--- src/rtl/gbn_pkg.sv ---
// Shared types and constants of the go-back-N sender.
// No dependencies; every module of the block imports this package.
`default_nettype none

package gbn_pkg;

   // Sizing of the outstanding window, the waiting queue and the command queue.
   localparam int WINDOW_SLOTS = 4;
   localparam int WAIT_DEPTH   = 16;
   localparam int CMDQ_DEPTH   = 2;

   localparam int WIN_CNT_W  = $clog2(WINDOW_SLOTS + 1);
   localparam int WIN_IDX_W  = (WINDOW_SLOTS > 1) ? $clog2(WINDOW_SLOTS) : 1;
   localparam int WAIT_PTR_W = $clog2(WAIT_DEPTH);
   localparam int WAIT_CNT_W = $clog2(WAIT_DEPTH + 1);
   localparam int CMDQ_PTR_W = (CMDQ_DEPTH > 1) ? $clog2(CMDQ_DEPTH) : 1;
   localparam int CMDQ_CNT_W = $clog2(CMDQ_DEPTH + 1);

   localparam int SEQ_W   = 32;
   localparam int INDEX_W = 8;
   localparam int LEN_W   = 8;
   localparam int LIMIT_W = 3;

   localparam logic [LIMIT_W-1:0] LIMIT_RESET = LIMIT_W'(4);

   // Request codes on the input channel.
   localparam logic [1:0] REQ_SEND    = 2'd0;
   localparam logic [1:0] REQ_ACK     = 2'd1;
   localparam logic [1:0] REQ_TIMEOUT = 2'd2;

   typedef enum logic [1:0] {
      CMD_SEND    = 2'd0,
      CMD_ACK     = 2'd1,
      CMD_TIMEOUT = 2'd2
   } cmd_type;

   typedef enum logic [1:0] {
      KIND_NEW    = 2'd0,
      KIND_RETX   = 2'd1,
      KIND_REJECT = 2'd2
   } kind_type;

   typedef struct packed {
      logic [SEQ_W-1:0]   seq;
      logic [INDEX_W-1:0] idx;
      logic [LEN_W-1:0]   len;
   } desc_type;

   // For acks and timeouts the sequence field carries the number to match.
   typedef struct packed {
      cmd_type  cmd;
      desc_type desc;
   } cmd_entry_type;

   typedef struct packed {
      logic     valid;
      kind_type kind;
      desc_type desc;
      logic     last;
   } rsp_type;

endpackage

`default_nettype wire

--- src/rtl/go_back_n_sender_unit.sv ---
// Top level of the go-back-N sender: window limit register, front end,
// command queue and back end. Depends on gbn_pkg, gbn_front, gbn_cmdq, gbn_back.
`default_nettype none

// How the block is used.
// A request is taken at a rising clock edge where start is high and busy is
// low. It carries a request type (send, ack received, timer expired) and the
// fields that type needs; the other fields are ignored. Unknown types are
// accepted and dropped without any result.
// Results come out on the rsp_ ports, each valid for exactly one cycle while
// rsp_valid is high; rsp_last marks the final result that one item causes.
// The receiver cannot hold results off, so results simply leave one a cycle.
// Accepted items go into a two-entry command queue; busy is high only while
// that queue is full, so a new item is usually taken while the back end is
// still issuing results for an earlier one.
// From an idle block a first result passes the command queue, the window
// update and the registered output; a reject skips the window update. A send
// or a matching ack then refills the window from the waiting queue with a
// result per frame moved; a matching timeout resends every outstanding frame.
// The user must write the window limit through csr_we/csr_wdata only while
// the block is idle; the block itself does not enforce this. Reset clears the
// window, the waiting queue and the command queue and sets the limit to four.

module go_back_n_sender_unit
   import gbn_pkg::*;
(
   input  logic                clock,
   input  logic                reset,
   input  logic                start,
   output logic                busy,
   input  logic [1:0]          req_type,
   input  logic [SEQ_W-1:0]    req_frame_seq,
   input  logic [INDEX_W-1:0]  req_buffer_index,
   input  logic [LEN_W-1:0]    req_frame_length,
   input  logic [SEQ_W-1:0]    req_ack_number,
   input  logic [SEQ_W-1:0]    req_timeout_seq,
   output logic                rsp_valid,
   output logic [1:0]          rsp_result_kind,
   output logic [SEQ_W-1:0]    rsp_out_seq,
   output logic [INDEX_W-1:0]  rsp_out_buffer_index,
   output logic [LEN_W-1:0]    rsp_out_length,
   output logic                rsp_last,
   input  logic                csr_we,
   input  logic [LIMIT_W-1:0]  csr_wdata
);

   logic [LIMIT_W-1:0] limit_ff;
   logic               q_full;
   logic               q_empty;
   logic               push;
   logic               pop;
   cmd_entry_type      push_data;
   cmd_entry_type      pop_data;
   rsp_type            rsp;

   // The window limit register; the back end clamps it to the legal range.
   always_ff @(posedge clock) begin
      if (reset) begin
         limit_ff <= LIMIT_RESET;
      end else if (csr_we) begin
         limit_ff <= csr_wdata;
      end
   end

   // The front end turns each request into a queue command.
   gbn_front u_front (
      .start            (start),
      .req_type         (req_type),
      .req_frame_seq    (req_frame_seq),
      .req_buffer_index (req_buffer_index),
      .req_frame_length (req_frame_length),
      .req_ack_number   (req_ack_number),
      .req_timeout_seq  (req_timeout_seq),
      .q_full           (q_full),
      .busy             (busy),
      .push             (push),
      .push_data        (push_data)
   );

   // The queue lets the front end take items while the back end is busy.
   gbn_cmdq u_cmdq (
      .clock     (clock),
      .reset     (reset),
      .push      (push),
      .push_data (push_data),
      .pop       (pop),
      .pop_data  (pop_data),
      .empty     (q_empty),
      .full      (q_full)
   );

   // The back end owns the window and the waiting ring and emits results.
   gbn_back u_back (
      .clock        (clock),
      .reset        (reset),
      .window_limit (limit_ff),
      .q_empty      (q_empty),
      .q_data       (pop_data),
      .pop          (pop),
      .rsp          (rsp)
   );

   assign rsp_valid            = rsp.valid;
   assign rsp_result_kind      = rsp.kind;
   assign rsp_out_seq          = rsp.desc.seq;
   assign rsp_out_buffer_index = rsp.desc.idx;
   assign rsp_out_length       = rsp.desc.len;
   assign rsp_last             = rsp.last;

endmodule

`default_nettype wire

--- src/rtl/gbn_front.sv ---
// Front end: accepts requests and classifies them into queue commands.
// Depends on gbn_pkg.
`default_nettype none

module gbn_front
   import gbn_pkg::*;
(
   input  logic                start,
   input  logic [1:0]          req_type,
   input  logic [SEQ_W-1:0]    req_frame_seq,
   input  logic [INDEX_W-1:0]  req_buffer_index,
   input  logic [LEN_W-1:0]    req_frame_length,
   input  logic [SEQ_W-1:0]    req_ack_number,
   input  logic [SEQ_W-1:0]    req_timeout_seq,
   input  logic                q_full,
   output logic                busy,
   output logic                push,
   output cmd_entry_type       push_data
);

   logic accept;

   assign busy   = q_full;
   assign accept = start && !q_full;

   // Unknown request types are dropped here and never reach the back end.
   always_comb begin
      push           = 1'b0;
      push_data.cmd  = CMD_SEND;
      push_data.desc = '{seq: req_frame_seq, idx: req_buffer_index, len: req_frame_length};
      unique case (req_type)
         REQ_SEND: begin
            push = accept;
         end
         REQ_ACK: begin
            push               = accept;
            push_data.cmd      = CMD_ACK;
            push_data.desc.seq = req_ack_number;
         end
         REQ_TIMEOUT: begin
            push               = accept;
            push_data.cmd      = CMD_TIMEOUT;
            push_data.desc.seq = req_timeout_seq;
         end
         default: begin
         end
      endcase
   end

endmodule

`default_nettype wire

--- src/rtl/gbn_cmdq.sv ---
// Short command queue between the front end and the back end.
// Depends on gbn_pkg.
`default_nettype none

module gbn_cmdq
   import gbn_pkg::*;
(
   input  logic          clock,
   input  logic          reset,
   input  logic          push,
   input  cmd_entry_type push_data,
   input  logic          pop,
   output cmd_entry_type pop_data,
   output logic          empty,
   output logic          full
);

   cmd_entry_type           entries_ff [CMDQ_DEPTH];
   logic [CMDQ_PTR_W-1:0]   wr_ptr_ff, wr_ptr_in;
   logic [CMDQ_PTR_W-1:0]   rd_ptr_ff, rd_ptr_in;
   logic [CMDQ_CNT_W-1:0]   count_ff,  count_in;

   assign empty    = (count_ff == '0);
   assign full     = (count_ff == CMDQ_CNT_W'(CMDQ_DEPTH));
   assign pop_data = entries_ff[rd_ptr_ff];

   always_comb begin
      wr_ptr_in = wr_ptr_ff;
      rd_ptr_in = rd_ptr_ff;
      count_in  = count_ff;
      if (push) begin
         wr_ptr_in = (wr_ptr_ff == CMDQ_PTR_W'(CMDQ_DEPTH - 1)) ? '0 : wr_ptr_ff + 1'b1;
      end
      if (pop) begin
         rd_ptr_in = (rd_ptr_ff == CMDQ_PTR_W'(CMDQ_DEPTH - 1)) ? '0 : rd_ptr_ff + 1'b1;
      end
      if (push && !pop) begin
         count_in = count_ff + 1'b1;
      end else if (pop && !push) begin
         count_in = count_ff - 1'b1;
      end
   end

   always_ff @(posedge clock) begin
      if (reset) begin
         wr_ptr_ff <= '0;
         rd_ptr_ff <= '0;
         count_ff  <= '0;
      end else begin
         wr_ptr_ff <= wr_ptr_in;
         rd_ptr_ff <= rd_ptr_in;
         count_ff  <= count_in;
      end
   end

   always_ff @(posedge clock) begin
      if (push) begin
         entries_ff[wr_ptr_ff] <= push_data;
      end
   end

endmodule

`default_nettype wire

--- src/rtl/gbn_back.sv ---
// Back end: holds the window and the waiting ring and issues transmit results.
// Depends on gbn_pkg; fed by gbn_cmdq.
`default_nettype none

module gbn_back
   import gbn_pkg::*;
(
   input  logic               clock,
   input  logic               reset,
   input  logic [LIMIT_W-1:0] window_limit,
   input  logic               q_empty,
   input  cmd_entry_type      q_data,
   output logic               pop,
   output rsp_type            rsp
);

   typedef enum logic [2:0] {
      ST_IDLE   = 3'b001,
      ST_REFILL = 3'b010,
      ST_RETX   = 3'b100
   } state_type;

   state_type              state_ff, state_in;
   desc_type               win_ff [WINDOW_SLOTS];
   desc_type               win_in [WINDOW_SLOTS];
   logic [WIN_CNT_W-1:0]   win_cnt_ff, win_cnt_in;
   logic [WIN_IDX_W-1:0]   rtx_ff, rtx_in;
   desc_type               wait_ff [WAIT_DEPTH];
   logic [WAIT_PTR_W-1:0]  head_ff, head_in;
   logic [WAIT_PTR_W-1:0]  tail_ff, tail_in;
   logic [WAIT_CNT_W-1:0]  wait_cnt_ff, wait_cnt_in;
   logic                   wait_we;
   rsp_type                rsp_ff, rsp_in;

   logic [WIN_CNT_W-1:0]   limit;
   logic                   ack_hit;
   logic [WIN_IDX_W-1:0]   ack_pos;
   logic                   tmo_hit;
   logic                   can_fill;
   logic                   fill_last;
   logic                   wait_full;

   // Zero behaves as one, values above the slot count as the slot count.
   always_comb begin
      if (window_limit == '0) begin
         limit = WIN_CNT_W'(1);
      end else if (32'(window_limit) > WINDOW_SLOTS) begin
         limit = WIN_CNT_W'(WINDOW_SLOTS);
      end else begin
         limit = WIN_CNT_W'(window_limit);
      end
   end

   // Oldest matching window entry for an ack, any match for a timeout.
   always_comb begin
      ack_hit = 1'b0;
      ack_pos = '0;
      tmo_hit = 1'b0;
      for (int i = 0; i < WINDOW_SLOTS; i++) begin
         if (WIN_CNT_W'(i) < win_cnt_ff && win_ff[i].seq == q_data.desc.seq) begin
            tmo_hit = 1'b1;
            if (!ack_hit) begin
               ack_hit = 1'b1;
               ack_pos = WIN_IDX_W'(i);
            end
         end
      end
   end

   assign wait_full = (wait_cnt_ff == WAIT_CNT_W'(WAIT_DEPTH));
   assign can_fill  = (win_cnt_ff < limit) && (wait_cnt_ff != '0);
   assign fill_last = (win_cnt_ff + 1'b1 >= limit) || (wait_cnt_ff == WAIT_CNT_W'(1));
   assign pop       = (state_ff == ST_IDLE) && !q_empty;

   always_comb begin
      state_in    = state_ff;
      win_in      = win_ff;
      win_cnt_in  = win_cnt_ff;
      rtx_in      = rtx_ff;
      head_in     = head_ff;
      tail_in     = tail_ff;
      wait_cnt_in = wait_cnt_ff;
      wait_we     = 1'b0;
      rsp_in      = '{valid: 1'b0, kind: KIND_NEW, desc: q_data.desc, last: 1'b0};

      unique case (state_ff)
         ST_IDLE: begin
            if (pop) begin
               unique case (q_data.cmd)
                  CMD_SEND: begin
                     if (wait_full) begin
                        rsp_in.valid = 1'b1;
                        rsp_in.kind  = KIND_REJECT;
                        rsp_in.last  = 1'b1;
                     end else begin
                        wait_we     = 1'b1;
                        tail_in     = (tail_ff == WAIT_PTR_W'(WAIT_DEPTH - 1)) ?
                                      '0 : tail_ff + 1'b1;
                        wait_cnt_in = wait_cnt_ff + 1'b1;
                        state_in    = ST_REFILL;
                     end
                  end
                  CMD_ACK: begin
                     if (ack_hit) begin
                        for (int k = 0; k < WINDOW_SLOTS; k++) begin
                           if (k + int'(ack_pos) + 1 < WINDOW_SLOTS) begin
                              win_in[k] = win_ff[WIN_IDX_W'(k + int'(ack_pos) + 1)];
                           end
                        end
                        win_cnt_in = win_cnt_ff - (WIN_CNT_W'(ack_pos) + 1'b1);
                        state_in   = ST_REFILL;
                     end
                  end
                  CMD_TIMEOUT: begin
                     if (tmo_hit) begin
                        rtx_in   = '0;
                        state_in = ST_RETX;
                     end
                  end
                  default: begin
                  end
               endcase
            end
         end
         ST_REFILL: begin
            if (can_fill) begin
               win_in[win_cnt_ff[WIN_IDX_W-1:0]] = wait_ff[head_ff];
               win_cnt_in  = win_cnt_ff + 1'b1;
               head_in     = (head_ff == WAIT_PTR_W'(WAIT_DEPTH - 1)) ? '0 : head_ff + 1'b1;
               wait_cnt_in = wait_cnt_ff - 1'b1;
               rsp_in      = '{valid: 1'b1, kind: KIND_NEW, desc: wait_ff[head_ff],
                               last: fill_last};
               if (fill_last) begin
                  state_in = ST_IDLE;
               end
            end else begin
               state_in = ST_IDLE;
            end
         end
         ST_RETX: begin
            rsp_in.valid = 1'b1;
            rsp_in.kind  = KIND_RETX;
            rsp_in.desc  = win_ff[rtx_ff];
            rsp_in.last  = (WIN_CNT_W'(rtx_ff) + 1'b1 == win_cnt_ff);
            rtx_in       = rtx_ff + 1'b1;
            if (rsp_in.last) begin
               state_in = ST_IDLE;
            end
         end
         default: begin
            state_in = ST_IDLE;
         end
      endcase
   end

   // Of the result register only the strobe is reset; the result payload just follows.
   always_ff @(posedge clock) begin
      if (reset) begin
         state_ff     <= ST_IDLE;
         win_cnt_ff   <= '0;
         head_ff      <= '0;
         tail_ff      <= '0;
         wait_cnt_ff  <= '0;
         rsp_ff.valid <= 1'b0;
      end else begin
         state_ff     <= state_in;
         win_cnt_ff   <= win_cnt_in;
         head_ff      <= head_in;
         tail_ff      <= tail_in;
         wait_cnt_ff  <= wait_cnt_in;
         rsp_ff.valid <= rsp_in.valid;
      end
      rsp_ff.kind <= rsp_in.kind;
      rsp_ff.desc <= rsp_in.desc;
      rsp_ff.last <= rsp_in.last;
   end

   always_ff @(posedge clock) begin
      win_ff      <= win_in;
      rtx_ff      <= rtx_in;
      if (wait_we) begin
         wait_ff[tail_ff] <= q_data.desc;
      end
   end

   assign rsp = rsp_ff;

`ifndef NO_ASSERTIONS
   a_win_bound : assert property (@(posedge clock) disable iff (reset)
      32'(win_cnt_ff) <= WINDOW_SLOTS)
      else $error("window count above slot count");

   a_wait_bound : assert property (@(posedge clock) disable iff (reset)
      32'(wait_cnt_ff) <= WAIT_DEPTH)
      else $error("waiting count above queue depth");

   a_retx_index : assert property (@(posedge clock) disable iff (reset)
      state_ff == ST_RETX |-> WIN_CNT_W'(rtx_ff) < win_cnt_ff)
      else $error("retransmit index outside window");

   a_reject_last : assert property (@(posedge clock) disable iff (reset)
      rsp_ff.valid && rsp_ff.kind == KIND_REJECT |-> rsp_ff.last)
      else $error("reject result not marked last");
`endif

endmodule

`default_nettype wire

--- config.mk ---
export PLATFORM = sky130hd
export DESIGN_NAME = go_back_n_sender_unit
export DESIGN_NICKNAME = d
export VERILOG_FILES = /design/src/rtl/gbn_pkg.sv /design/src/rtl/go_back_n_sender_unit.sv /design/src/rtl/gbn_front.sv /design/src/rtl/gbn_cmdq.sv /design/src/rtl/gbn_back.sv
export SDC_FILE = /design/constraint.sdc
export NUM_CORES = 2
export LEC_CHECK = 0
export ABC_CLOCK_PERIOD_IN_PS = 6300
export BUFFER_PORTS_ARGS = -buffer_cell sky130_fd_sc_hd__buf_2
export CORE_MARGIN = 1
export CORE_UTILIZATION = 45
export DETAILED_ROUTE_END_ITERATION = 10
export MAX_ROUTING_LAYER = met4
export SLEW_MARGIN = 10
export SYNTH_ARGS = -nofsm -noshare
export SYNTH_HDL_FRONTEND = slang
export SYNTH_SLANG_ARGS = --single-unit
--- constraint.sdc ---
create_clock -name clock -period 6.3 [get_ports clock]
set_input_delay 0.315 -clock clock [delete_from_list [all_inputs] [get_ports clock]]
set_output_delay 0.315 -clock clock [all_outputs]
set_load 0.02 [all_outputs]
Word-level counts from Yosys, hierarchy flattened
Memories as Yosys holds them, arrays and structs flattened. A register that Yosys moved wholly into a read port is not among the register bits.
Index checks and enable logic that the tools add are counted.
{ "op_classes": {"n_addsub": 19, "order_cmp": 18, "eq_ne": 34, "n_mux": 92, "bitwise": 7, "reduce_logical": 34} }
{ "ops": {"columns": ["op", "count"], "rows": [
  ["$mux 192", 4],
  ["$mux 48", 15],
  ["$bmux 48 s2", 5],
  ["$pmux 192 s2", 1],
  ["$bwmux 192", 1],
  ["$eq 32x32->1", 4],
  ["$lt 32x4->1 const B", 4],
  ["$add 32x2->32 const B", 3],
  ["$demux 48 s2", 1],
  ["$pmux 48 s2", 1],
  ["$pmux 34 s2", 1],
  ["$mux 52", 1],
  ["$mux 3", 16],
  ["$pmux 3 s3", 3],
  ["$reduce_and 6->1", 4],
  ["$mux 1", 21],
  ["$mux 2", 10],
  ["$mux 5", 4],
  ["$ne 2x2->1 const B", 9],
  ["$mux 4", 4],
  ["$ge 2x3->1 const B", 4],
  ["$logic_and 1x1->1", 10],
  ["$pmux 5 s2", 1],
  ["$reduce_and 5->1", 2],
  ["other kinds (46)", 75]
]} }
{ "word_totals": {"ff_bits": 272, "mem_bits_rw": 868, "inputBits": 121, "output_inout_bits": 53, "elab_cells": 234, "memories": 2} }
{ "memory_table": {"columns": ["name", "depth", "word_bits", "read_ports", "rd_clocked_by_memory_dff", "write_ports", "line_no", "source"], "rows": [
  ["u_back.wait_ff", 16, 48, 1, 1, 1, "gbn_back.sv:28", "desc_type wait_ff [WAIT_DEPTH];"],
  ["u_cmdq.entries_ff", 2, 50, 1, 1, 1, "gbn_cmdq.sv:18", "cmd_entry_type entries_ff [CMDQ_DEPTH];"]
]} }

Longest topological paths before layout
{ "logic_depth": {"word_depth": 20, "mapped_depth": 17, "depth_no_buf": 15} }

By module
A second synthesis with hierarchy kept.
{ "hier_totals": {"hier_cells": 3381, "area_unflattened_um2": 52460.3} }
{ "by_module_without_submodules": {"columns": ["mod", "n_inst", "cells_per_inst", "area_per_inst_um2", "seq_area_each_um2"], "rows": [
  ["gbn_back", 1, 3060, 47744.5, 30389.1],
  ["gbn_cmdq", 1, 178, 3803.6, 3103.0],
  ["gbn_front", 1, 134, 809.5, 0.0],
  ["go_back_n_sender_unit", 1, 9, 102.6, 60.1]
]} }

Worst setup path before layout
OpenSTA, ideal clock, no wires.
{ "synth_timing": {"kind": "reg-to-reg", "startpoint": "register (tool-made name)", "endpoint": "memory u_back.wait_ff[3][0] in the netlist's numbering (enable)", "setup_ps": 513, "arrival_time_ps": 5528, "required_ps": 5787, "path_slack_ps": 260, "stages_incl_launch_ff": 10, "n_path_buf": 3, "synth_period_minus_slack_ps": 6040, "cell_sequence": "dfxtp_1 > buf_6 > buf_6 > buf_1 > mux2_2 > nor2_1 > nand2_1 > nor2_1 > nand2_1 > nor3_1"} }
{ "synth_lines": {"columns": ["item", "line_no"], "rows": [
  ["to (decl)", "gbn_back.sv:28"]
]} }

==> flow_metrics.env <==
export IMPL_crit_path_max_fanout=48
export IMPL_grt_overflow_total=0
export IMPL_hold_end="u_cmdq.entries_ff[1][36]"
export IMPL_grt_pass1_wl_mm=211.3
export IMPL_setup_tns_ps=0
export IMPL_finalMaxSlewViolations=0
export IMPL_peakVddDrop_v=0.0002167
export IMPL_status="finished, final reports clean"
export IMPL_gp_congestion=0.9623
export IMPL_ys_seq_elements=1145
export IMPL_synth_edf_count=1062
export IMPL_instances_no_fill=4762
export IMPL_final_nets=3309
export IMPL_hpwl_mm=88.77
export IMPL_drt_iter0_drc=3704
export IMPL_seq_area_frac_synth=0.6552
export IMPL_synth_top_family_by_area="multiplexers"
export IMPL_multi_input_area_um2=16710
export IMPL_port_buffer_count=173
export IMPL_core_um2=112700
export IMPL_worst_r2r_cell_count=12
export IMPL_synth_area_per_cell_um2=17.33
export IMPL_skew_ps=42.43
export IMPL_synth_xor_xnor_area_share=0.02497
export IMPL_cp_arrival_ps=5870
export IMPL_cts_tree="yes"
export IMPL_die_x_um=339.3
export IMPL_crit_required_ps=6710
export IMPL_die_area_um2=115100
export IMPL_mostFrequentLayoutCells="edfxtp_1, mux4_2, mux2i_1"
export IMPL_yosys_area_top_type="edfxtp_1"
export IMPL_synth_distinct_cells=58
export IMPL_regArea_um2=33570
export IMPL_place_inst=4495
export IMPL_pre_cts_ws_ps=960.6
export IMPL_grt_start_max_net_pins=94
export IMPL_yosys_area_share_adder=0.007477
export IMPL_clockRootBuffer="clkbuf_16"
export IMPL_grtUsageTotal=0.2592
export IMPL_finalPower_mw=19.56
export IMPL_cts_max_level=3
export IMPL_drive_gt1_frac=0.2450
export IMPL_synth_nets=3106
export IMPL_relSlewSlack=0.2033
export IMPL_worst_hold_path_num_cells=3
export IMPL_crit_type="flip-flop to flip-flop"
export IMPL_tightestPinTransition_ps=1195
export IMPL_period_minus_slack_ps=5466
export IMPL_fmax_mhz=183.0
export IMPL_fp_row_count=123
export IMPL_finalCritPeriodShare=0.8675
export IMPL_die_y_um=339.3
export IMPL_hold_viol_final=0
export IMPL_clockBufferDepth=3
export IMPL_viasPerCell=6.258
export IMPL_routedWlPerCell_um=30.73
export IMPL_drc=0
export IMPL_synthMuxAreaShare=0.1954
export IMPL_ant_nets=0
export IMPL_netlist_instances=2955
export IMPL_grt_pass1_vias=30220
export IMPL_rrSetupSlack_ps=830
export IMPL_layout_commonest_cell="edfxtp_1"
export IMPL_wirelength_mm=146.4
export IMPL_cts_num_sinks=1145
export IMPL_end_kind="flip-flop"
export IMPL_hold_path_class="input port to flip-flop"
export IMPL_cts_setup_buffers=0
export IMPL_ys_flop_type="edfxtp_1"
export IMPL_fin_ws_ps=834.5
export IMPL_rsz0062_at_grt="no"
export IMPL_worst_setup_path_start_kind="flip-flop"
export IMPL_rr_endpoint="u_back.win_ff[88]"
export IMPL_clock_latency_ps=720
export IMPL_vias=29800
export IMPL_firstDrtPassIters=9
export IMPL_fill_cells=8985
export IMPL_clk_pin_slew_worst_paths_ps=60
export IMPL_syn_cell_area_um2=51210
export IMPL_syn2layout_area_growth_pct=14.48
export IMPL_synth_simple_area_share=0.03643
export IMPL_placed_cell_area_um2=54010
export IMPL_final_cell_area_um2=58630
export IMPL_hp_start="req_frame_seq[20]"
export IMPL_synth_compound_area_frac=0.05830
export IMPL_powerDensity_nw_per_um2=333.7
export IMPL_start_util=0.4546
export IMPL_synth_top_area_share=0.6228
export IMPL_cts_buffers=116
export IMPL_antenna_found_initial=3
export IMPL_async_reset_ff_frac=0
export IMPL_ys_warn_count=0
export IMPL_max_cap_viol_count=0
export IMPL_synth_area_leaders="edfxtp_1, mux4_2, mux2i_1"
export IMPL_setup_viol=0
export IMPL_power_leakage_nw=18.76
export IMPL_io_pins=174
[layout make-up]
cell class              count  share of cell area
flip-flops and latches   1145              0.5726
multi-input cells        1551              0.2851
repair buffers            277             0.03492
inverters                  67            0.004290
clock buffers             137             0.05158
well taps                1500             0.03201
diodes                      1          0.00004268
clock inverters            84             0.01946
[sequential cells by signal (all words and copies together), names as in the netlist, 2 cells and up, named ones only]
| signal | cells |
|---|---|
| limit_ff | 3 |
| u_back.head_ff | 4 |
| u_back.rsp | 52 |
| u_back.rtx_ff | 2 |
| u_back.state_ff | 3 |
| u_back.tail_ff | 4 |
| u_back.wait_cnt_ff | 5 |
| u_back.wait_ff | 768 |
| u_back.win_cnt_ff | 3 |
| u_back.win_ff | 192 |
| u_cmdq.count_ff | 2 |
| u_cmdq.entries_ff | 100 |
[Yosys cell counts (4+ instances only)]
library cell / count
xnor2_1: 137
a211oi_1: 4
nor4_1: 58
nand3_1: 6
mux2i_1: 262
nor2b_1: 4
a2bb2oi_1: 15
buf_2: 4
nor3_1: 16
buf_4: 8
or3_1: 8
ha_1: 29
buf_1: 32
nor2_1: 87
o221ai_1: 98
a32o_1: 15
clkbuf_1: 133
a222oi_1: 16
nand4_1: 14
mux2i_4: 29
a21oi_1: 17
o21bai_1: 4
buf_6: 13
inv_1: 66
mux2_2: 18
a22o_1: 65
mux4_2: 288
o21ai_0: 53
nand2b_1: 19
nand2_1: 176
xor2_1: 9
a221o_1: 33
a31oi_1: 4
a22oi_1: 32
dfxtp_1: 83
edfxtp_1: 1062
and2_1: 5
[metal layers]
layer,vias to the layer above,track usage,share of wire
li1,12490,-,-
met3,221,0.03567,0.069
met4,0,0.08024,0.026
met1,15750,0.3541,0.42
met5,-,-,0
met2,1334,0.4047,0.48
[worst max-delay path, stage by stage, from the launching register on]
cell and delay (ps):
dfxtp_4 760, buf_12 270, mux2i_2 520, xnor2_1 200, nor4_1 590, nand3_1 210, nor4_1 480, nor2_1 150
or2_2 380, ha_4 520, nand2b_4 500, buf_12 290, o221ai_1 180
[how the worst max path moves through the flow]
stage | end | slack, ps | cells past startpoint
2_1_floorplan | u_back.wait_ff[3][0] | 260 | 9
6_report | u_back.win_ff[88] | 830 | 12
5_1_grt | u_back.win_ff[74] | 770 | 13
3_3_place_gp | u_back.win_ff[137] | 870 | 13
4_1_cts | u_back.win_ff[93] | 900 | 12
3_5_place_dp | u_back.win_ff[90] | 960 | 12
[per-stage QoR]
stage          hold WS (ps)  utilization
2_1_floorplan         413.9            -
3_3_place_gp          475.6       0.4794
3_5_place_dp          498.5       0.4794
4_1_cts               1.607       0.5204
5_1_grt               22.98       0.5204
6_report              24.11       0.5204
[report_power, final]
part	internal (mW)	leakage, nW	switching, mW	total (mW)
registers	9.04	10.3	0.168	9.21
logic	0.857	6.48	2.00	2.86
clock network	4.47	2.00	3.03	7.50
total	14.4	18.8	5.20	19.6
[cell families (layout without fill, tap and decap cells)]
family | Yosys count | in the layout
flip-flops | 1145 | 1145
multiplexers | 600 | 600
AND/OR/NAND/NOR | 406 | 406
AO/OA/AOI/OAI | 369 | 369
buffers and inverters | 259 | 565
XOR/XNOR | 146 | 146
adder cells (fa/ha/maj) | 30 | 30
other | 0 | 1
[repair_timing]
action                                 CTS  global route
gates resized for setup                  0             0
endpoints found under the hold margin   79             0
hold buffers                            45             0
No activity file was read; power rests on OpenSTA's default activity.
